`config.mk`:
```
export PLATFORM = sky130hd
export DESIGN_NAME = mmio_window_run_allocator
export DESIGN_NICKNAME = d
export VERILOG_FILES = /design/src/rtl/mwra_pkg.sv /design/src/rtl/mwra_page_store.sv /design/src/rtl/mmio_window_run_allocator.sv
export VERILOG_INCLUDE_DIRS = /design/src /design/src/rtl
export SDC_FILE = /design/constraint.sdc
export NUM_CORES = 2
export LEC_CHECK = 0
export ABC_CLOCK_PERIOD_IN_PS = 25700
export BUFFER_PORTS_ARGS = -buffer_cell sky130_fd_sc_hd__buf_2
export CAP_MARGIN = 20
export CORE_MARGIN = 8
export CORE_UTILIZATION = 60
export DETAILED_ROUTE_END_ITERATION = 16
export HOLD_SLACK_MARGIN = 0.02
export MAX_ROUTING_LAYER = met4
export PLACE_DENSITY = 0.78
export RECOVER_POWER = 50
export SYNTH_ARGS = -nofsm -noshare
export SYNTH_HDL_FRONTEND = slang
export SYNTH_HIERARCHICAL = 1
export SYNTH_SLANG_ARGS = --single-unit
```
`constraint.sdc`:
```
create_clock -name clk -period 25.7 [get_ports clk]
set_input_delay 6.425 -clock clk [delete_from_list [all_inputs] [get_ports clk]]
set_output_delay 6.425 -clock clk [all_outputs]
set_load 0.1 [all_outputs]
```
`src/rtl/mmio_window_run_allocator_assert.svh`:
```
// assertion macros for the allocator, empty when synthesised
`ifndef MMIO_WINDOW_RUN_ALLOCATOR_ASSERT_SVH
`define MMIO_WINDOW_RUN_ALLOCATOR_ASSERT_SVH

`ifndef SYNTHESIS
`define MWRA_ASSERT_IMP(label, ante, cons, msg) \
  label: assert property (@(posedge clk) disable iff (rst) (ante) |-> (cons)) else $error(msg);
`define MWRA_ASSERT_NXT(label, ante, cons, msg) \
  label: assert property (@(posedge clk) disable iff (rst) (ante) |=> (cons)) else $error(msg);
`else
`define MWRA_ASSERT_IMP(label, ante, cons, msg)
`define MWRA_ASSERT_NXT(label, ante, cons, msg)
`endif

`endif

```
`src/rtl/mwra_pkg.sv`:
```
package mwra_pkg;

  localparam int ENTRY_W = 64;

  typedef logic [1:0] status_t;

  localparam status_t ST_OK = 2'd0;
  localparam status_t ST_BAD_ARG = 2'd1;
  localparam status_t ST_NO_RUN = 2'd2;
  localparam status_t ST_NOT_MAPPED = 2'd3;

  localparam logic OP_MAP = 1'b0;
  localparam logic OP_UNMAP = 1'b1;

  localparam logic [1:0] MODE_UC = 2'd0;
  localparam logic [1:0] MODE_WC = 2'd1;
  localparam logic [1:0] MODE_WB = 2'd2;
  localparam logic [1:0] MODE_BAD = 2'd3;

  localparam logic [11:0] PTE_PRESENT = 12'h001;
  localparam logic [11:0] PTE_WRITE = 12'h002;
  localparam logic [11:0] CACHE_UC = 12'h018;
  localparam logic [11:0] CACHE_WC = 12'h008;
  localparam logic [11:0] CACHE_WB = 12'h000;

  function automatic logic [11:0] cache_bits(logic [1:0] mode);
    logic [11:0] bits;
    case (mode)
      MODE_UC: bits = CACHE_UC;
      MODE_WC: bits = CACHE_WC;
      MODE_WB: bits = CACHE_WB;
      default: bits = 12'h000;
    endcase
    return bits;
  endfunction

endpackage

```
`src/rtl/mwra_page_store.sv`:
```
module mwra_page_store #(
  parameter int WINDOW_PAGES = 1024,
  parameter int IW = (WINDOW_PAGES > 1) ? $clog2(WINDOW_PAGES) : 1
) (
  input  logic                         clk,
  input  logic                         wr_en,
  input  logic [IW-1:0]                wr_addr,
  input  logic                         wr_used,
  input  logic [mwra_pkg::ENTRY_W-1:0] wr_entry,
  input  logic [IW-1:0]                rd_addr,
  output logic                         rd_used
);
  import mwra_pkg::*;

  logic                 used_mem [WINDOW_PAGES];
  logic [ENTRY_W-1:0]   entry_mem [WINDOW_PAGES];

  always_ff @(posedge clk) begin
    if (wr_en) begin
      used_mem[wr_addr] <= wr_used;
      entry_mem[wr_addr] <= wr_entry;
    end
  end

  always_ff @(posedge clk) begin
    rd_used <= used_mem[rd_addr];
  end

endmodule

```
`src/rtl/mmio_window_run_allocator.sv`:
```
// channel   | direction | handshake            | payload
// cfg       | in        | cfg_wen              | cfg_wdata (window_base)
// request   | in        | in_valid / in_stall  | op phys_addr virt_addr length_bytes mem_type
// result    | out       | out_valid / out_stall| status mapped_addr
//
// map: checks in S_CHECK, a first-fit scan through the one read port of the used map,
// one write per page in S_MAPWR, then S_FIN to post the result
// unmap: checks in S_CHECK and S_CHECK2, a used check per page, a clear per page, then S_FIN
// after rst a clearing pass over every page runs with in_stall high; cfg writes go on
// in_stall is high from acceptance until the result is loaded; a new item is taken while
// a loaded result still waits under out_stall
module mmio_window_run_allocator #(
  parameter int WINDOW_PAGES = 1024
) (
  input  logic                clk,
  input  logic                rst,
  input  logic                cfg_wen,
  input  logic [63:0]         cfg_wdata,
  input  logic                in_valid,
  output logic                in_stall,
  input  logic                op,
  input  logic [51:0]         phys_addr,
  input  logic [63:0]         virt_addr,
  input  logic [31:0]         length_bytes,
  input  logic [1:0]          mem_type,
  output logic                out_valid,
  input  logic                out_stall,
  output mwra_pkg::status_t   status,
  output logic [63:0]         mapped_addr
);
  import mwra_pkg::*;

`include "mmio_window_run_allocator_assert.svh"

  localparam int IW = (WINDOW_PAGES > 1) ? $clog2(WINDOW_PAGES) : 1;
  localparam int CW = $clog2(WINDOW_PAGES + 1);
  localparam logic [CW-1:0] WP_LAST = CW'(WINDOW_PAGES - 1);
  localparam logic [20:0] WP21 = 21'(WINDOW_PAGES);
  localparam logic [52:0] WP53 = 53'(WINDOW_PAGES);

  localparam logic [3:0] S_CLEAR = 4'd0;
  localparam logic [3:0] S_IDLE = 4'd1;
  localparam logic [3:0] S_CHECK = 4'd2;
  localparam logic [3:0] S_CHECK2 = 4'd3;
  localparam logic [3:0] S_SCAN = 4'd4;
  localparam logic [3:0] S_MAPWR = 4'd5;
  localparam logic [3:0] S_UCHK = 4'd6;
  localparam logic [3:0] S_UCLR = 4'd7;
  localparam logic [3:0] S_FIN = 4'd8;

  logic [3:0]    state;
  logic [63:0]   window_base;
  logic          op_q;
  logic [51:0]   phys_q;
  logic [63:0]   virt_q;
  logic [31:0]   len_q;
  logic [1:0]    mode_q;
  logic [39:0]   frame;
  logic [CW-1:0] pages;
  logic [CW-1:0] run;
  logic [IW-1:0] start;
  logic [CW-1:0] scan_rd;
  logic [CW-1:0] wcnt;
  logic [51:0]   diff_hi;
  logic          borrow;
  status_t       res_status;

  logic [19:0]   len_pages;
  logic          len_bad;
  logic [52:0]   phys_end;
  logic          phys_over;
  logic          map_bad;
  logic [64:0]   diff;
  logic [52:0]   unmap_end;
  logic [CW-1:0] p;
  logic [CW-1:0] run_inc;

  logic                 wr_en;
  logic [IW-1:0]        wr_addr;
  logic                 wr_used;
  logic [ENTRY_W-1:0]   wr_entry;
  logic [IW-1:0]        rd_addr;
  logic                 used_q;

  assign len_pages = len_q[31:12];
  assign len_bad = (len_q == 32'd0) || (len_q[11:0] != 12'd0);
  assign phys_end = {1'b0, phys_q} + 53'(len_q);
  assign phys_over = phys_end[52] && (phys_end[51:0] != 52'd0);
  assign map_bad = len_bad || (phys_q[11:0] != 12'd0) || ({1'b0, len_pages} > WP21) ||
                   phys_over || (mode_q == MODE_BAD);
  assign diff = {1'b0, virt_q} - {1'b0, window_base[63:12], 12'd0};
  assign unmap_end = {1'b0, diff_hi} + 53'(len_pages);
  assign p = scan_rd - CW'(1);
  assign run_inc = run + CW'(1);

  assign in_stall = (state != S_IDLE);

  always_comb begin
    wr_en = 1'b0;
    wr_used = 1'b0;
    wr_entry = '0;
    wr_addr = start + wcnt[IW-1:0];
    rd_addr = '0;
    case (state)
      S_CLEAR: begin
        wr_en = 1'b1;
        wr_addr = wcnt[IW-1:0];
      end
      S_MAPWR: begin
        wr_en = 1'b1;
        wr_used = 1'b1;
        wr_entry = {1'b1, 11'd0, frame, cache_bits(mode_q) | PTE_WRITE | PTE_PRESENT};
      end
      S_UCLR: wr_en = 1'b1;
      S_SCAN: rd_addr = scan_rd[IW-1:0];
      S_UCHK: rd_addr = start + scan_rd[IW-1:0];
      default: wr_en = 1'b0;
    endcase
  end

  mwra_page_store #(
    .WINDOW_PAGES(WINDOW_PAGES),
    .IW(IW)
  ) u_store (
    .clk(clk),
    .wr_en(wr_en),
    .wr_addr(wr_addr),
    .wr_used(wr_used),
    .wr_entry(wr_entry),
    .rd_addr(rd_addr),
    .rd_used(used_q)
  );

  always_ff @(posedge clk) begin
    if (rst) begin
      window_base <= 64'd0;
    end else if (cfg_wen) begin
      window_base <= cfg_wdata;
    end
  end

  always_ff @(posedge clk) begin
    if (rst) begin
      state <= S_CLEAR;
      wcnt <= '0;
      out_valid <= 1'b0;
    end else begin
      if (out_valid && !out_stall && (state != S_FIN)) begin
        out_valid <= 1'b0;
      end
      case (state)
        S_CLEAR: begin
          wcnt <= wcnt + CW'(1);
          if (wcnt == WP_LAST) begin
            state <= S_IDLE;
          end
        end
        S_IDLE: begin
          if (in_valid) begin
            op_q <= op;
            phys_q <= phys_addr;
            virt_q <= virt_addr;
            len_q <= length_bytes;
            mode_q <= mem_type;
            state <= S_CHECK;
          end
        end
        S_CHECK: begin
          pages <= len_pages[CW-1:0];
          scan_rd <= '0;
          run <= '0;
          frame <= phys_q[51:12];
          diff_hi <= diff[63:12];
          borrow <= diff[64];
          if (op_q == OP_MAP) begin
            if (map_bad) begin
              res_status <= ST_BAD_ARG;
              state <= S_FIN;
            end else begin
              state <= S_SCAN;
            end
          end else if (len_bad || (virt_q[11:0] != 12'd0)) begin
            res_status <= ST_BAD_ARG;
            state <= S_FIN;
          end else begin
            state <= S_CHECK2;
          end
        end
        S_CHECK2: begin
          if (borrow || (unmap_end > WP53)) begin
            res_status <= ST_BAD_ARG;
            state <= S_FIN;
          end else begin
            start <= diff_hi[IW-1:0];
            state <= S_UCHK;
          end
        end
        S_SCAN: begin
          scan_rd <= scan_rd + CW'(1);
          if (scan_rd != '0) begin
            if (!used_q) begin
              if (run == '0) begin
                start <= p[IW-1:0];
              end
              run <= run_inc;
              if (run_inc == pages) begin
                wcnt <= '0;
                state <= S_MAPWR;
              end else if (p == WP_LAST) begin
                res_status <= ST_NO_RUN;
                state <= S_FIN;
              end
            end else begin
              run <= '0;
              if (p == WP_LAST) begin
                res_status <= ST_NO_RUN;
                state <= S_FIN;
              end
            end
          end
        end
        S_MAPWR: begin
          wcnt <= wcnt + CW'(1);
          frame <= frame + 40'd1;
          if (wcnt == pages - CW'(1)) begin
            res_status <= ST_OK;
            state <= S_FIN;
          end
        end
        S_UCHK: begin
          scan_rd <= scan_rd + CW'(1);
          if (scan_rd != '0) begin
            if (!used_q) begin
              res_status <= ST_NOT_MAPPED;
              state <= S_FIN;
            end else if (scan_rd == pages) begin
              wcnt <= '0;
              state <= S_UCLR;
            end
          end
        end
        S_UCLR: begin
          wcnt <= wcnt + CW'(1);
          if (wcnt == pages - CW'(1)) begin
            res_status <= ST_OK;
            state <= S_FIN;
          end
        end
        S_FIN: begin
          if (!out_valid || !out_stall) begin
            out_valid <= 1'b1;
            status <= res_status;
            if ((res_status == ST_OK) && (op_q == OP_MAP)) begin
              mapped_addr <= {window_base[63:12] + 52'(start), 12'd0};
            end else begin
              mapped_addr <= 64'd0;
            end
            state <= S_IDLE;
          end
        end
        default: state <= S_IDLE;
      endcase
    end
  end

  `MWRA_ASSERT_IMP(a_run_below_pages, state == S_SCAN, run < pages, "run reached length inside scan")
  `MWRA_ASSERT_IMP(a_write_in_window, (state == S_MAPWR) || (state == S_UCLR), (32'(start) + 32'(wcnt)) < 32'(WINDOW_PAGES), "page write past window")
  `MWRA_ASSERT_NXT(a_take_to_check, in_valid && !in_stall, state == S_CHECK, "accepted item not checked")
  `MWRA_ASSERT_NXT(a_fin_loads, (state == S_FIN) && (!out_valid || !out_stall), out_valid && (state == S_IDLE), "result not loaded")

endmodule
```
==> results.json <==
{
  "status": "finished, violations left",
  "violations": "capacitance limit, slew limit",
  "r2r-end": "u_store/used_mem[118]",
  "first_global_vias": 47490,
  "cts.sinks": 1396,
  "final-seq-area_um2": 41230,
  "worst_path_most_repeated_cell": "clkbuf_1",
  "htreeDepth": 4,
  "final_common_cell": "edfxtp_1",
  "layout_common_cells": "edfxtp_1, nor2_1, buf_2, nand2_1, a21oi_1",
  "cap_violations": 7,
  "syn_area_per_cell_um2": 12.13,
  "finalCriticalPeriod_ns": 15.98,
  "nFillCells": 8047,
  "finClkSkew_ns": 0.05636,
  "core_area_um2": 114500,
  "die_h_um": 356.0,
  "min_path_type": "reg2reg",
  "final-max-slew-violation-count": 740,
  "hold_buffers": 0,
  "first_pass_iters": 6,
  "fmax_mhz": 62.58,
  "critPathLaunchType": "flop",
  "place_congestion": 0.9523,
  "antenna_found_initial": 7,
  "cts_tree": "done",
  "drt-total-wl_um": 194500,
  "start_util_pct": 60.59,
  "worst_setup_path_end_kind": "flop",
  "cts-root-buf": "clkbuf_16",
  "drt_iter0_drc": 7009,
  "netlist_instances": 5721,
  "rsz0062_at_grt": "no",
  "crit_buf_inv": 9,
  "reg2reg_depth": 10,
  "syn_area_um2": 69380,
  "place_hpwl_um": 118700,
  "ant_nets": 0,
  "finalSetupTns_ns": 0,
  "cp.arrival_ns": 16.52,
  "areaGrowthSynthToFinish_pct": 10.07,
  "cp.required_ns": 26.24,
  "final.period_utilization_pct": 62.18,
  "wl_per_cell_um": 26.13,
  "cts_resized": 0,
  "globalRoute.totalOverflow": 0,
  "place.port_buffers": 263,
  "ys_warn_count": 6,
  "slew_headroom_pct": -354.3,
  "critPathTopFamily": "buffers and inverters",
  "hold_violations": 0,
  "holdPathStages": 0,
  "die-area_um2": 126800,
  "clk_latency_ns": 0.78,
  "whs_ns": 0.5293,
  "r2r_setup_slack_ns": 9.72,
  "multi_input_area_um2": 25860,
  "combPwrFrac_pct": 23.6,
  "cts_inserted_buffers": 144,
  "power.density_nw_per_um2": 81.23,
  "post-cts-setup-buffer-count": 0,
  "worst_slew_pin_slew_ns": 6.814,
  "grt_use_total_pct": 30.52,
  "finalSetupViolCount": 0,
  "clk_path_buf_depth": 3,
  "fp-row-count": 124,
  "place_area_um2": 71480,
  "grt_pass1_wl_um": 287000,
  "max-vdd-ir-drop_mv": 0.07052,
  "cell_internal_pwr_mw": 4.192,
  "worst-setup-path-type": "reg2reg",
  "grt_max_degree": 248,
  "ioPinCount": 288,
  "swShare_pct": 32.42,
  "vias_per_cell": 6.631,
  "crit_chain": "clkbuf_1, clkinv_1, nand3_1, clkinvlp_2, clkbuf_1, clkbuf_1, clkbuf_1, clkbuf_1, buf_4, buf_16",
  "vias": 49340,
  "drc": 0,
  "p_leak_nw": 24.25,
  "critical-path-max-stage-delay_ns": 4.71,
  "drive_above_1_share_pct": 14.23,
  "path_max_fanout": 188,
  "die_w_um": 356.0,
  "crit_path_top_delay_cell": "clkbuf_1",
  "worstHoldStart": "res_status[1]",
  "min_to": "status[1]",
  "power_switching_mw": 2.011,
  "nNetsFinal": 6170,
  "fin_area_um2": 76360,
  "seqPwrFrac_pct": 43.4,
  "clk_pin_slew_ns": 0.06,
  "clkPwrFrac_pct": 33.0,
  "timing.rr.start": "state[1]"
}
[power groups by stage]
stage	Combinational, mW	Sequential [mW]	Clock (mW)
4_1_cts	1.42	2.68	2.06
3_3_place_gp	1.39	2.73	0
6_report	1.46	2.69	2.05
2_1_floorplan	0.941	2.80	0
3_5_place_dp	1.41	2.73	0
5_1_grt	1.54	2.70	2.14
[how the worst max path moves through the flow]
stage | cells past startpoint | slack [ns] | start | endpoint
CTS | 3 | 16.93 | state[0] | in_stall
detailed placement | 4 | 17.25 | rst | mapped_addr[37]
global route | 10 | 8.94 | state[1] | u_store/used_mem[54]
floorplan | 6 | 6.08 | state[1] | u_store/used_mem[0]
global placement | 4 | 17.35 | rst | mapped_addr[37]
finish | 10 | 9.72 | state[1] | u_store/used_mem[118]
[cell type report]
class                   instances  share of cell area, %
flip-flops and latches       1396                  53.99
clock inverters                85                  1.175
repair buffers                368                  2.862
inverters                     134                 0.6603
diodes                          6                0.01966
clock buffers                 179                  4.943
multi-input cells            3761                  33.87
well taps                    1512                  2.477
[through the flow]
stage / total power [mW] / std cells / utilization [%] / worst slack [ns]
floorplan: 3.744 / 5732 / - / 6.079
global placement: 4.111 / 7148 / 62.41 / 17.35
detailed placement: 4.135 / 7149 / 62.43 / 17.25
CTS: 6.161 / 7413 / 66.51 / 16.93
global route: 6.387 / 7440 / 66.69 / 8.936
finish: 6.203 / 7441 / 66.69 / 9.720
[flip-flops by register name, indices dropped and copies added (netlist names)]
signal	cells
u_store/used_mem	1024
virt_q	64
diff_hi	52
mapped_addr	52
phys_q	52
window_base	52
len_q	32
pages	11
run	11
scan_rd	11
wcnt	11
start	10
state	4
mode_q	2
res_status	2
status	2
borrow	1
op_q	1
out_valid	1
u_store/rd_used	1
[metal layers]
metal	up-vias	global-route usage (%)	wire length (µm)
met2	3092	47.88	92250
met4	0	11.12	7453
met3	515	5.671	22290
li1	21420	-	-
met1	24310	40.16	72460
met5	-	-	0
(Power assumes the default switching activity.)
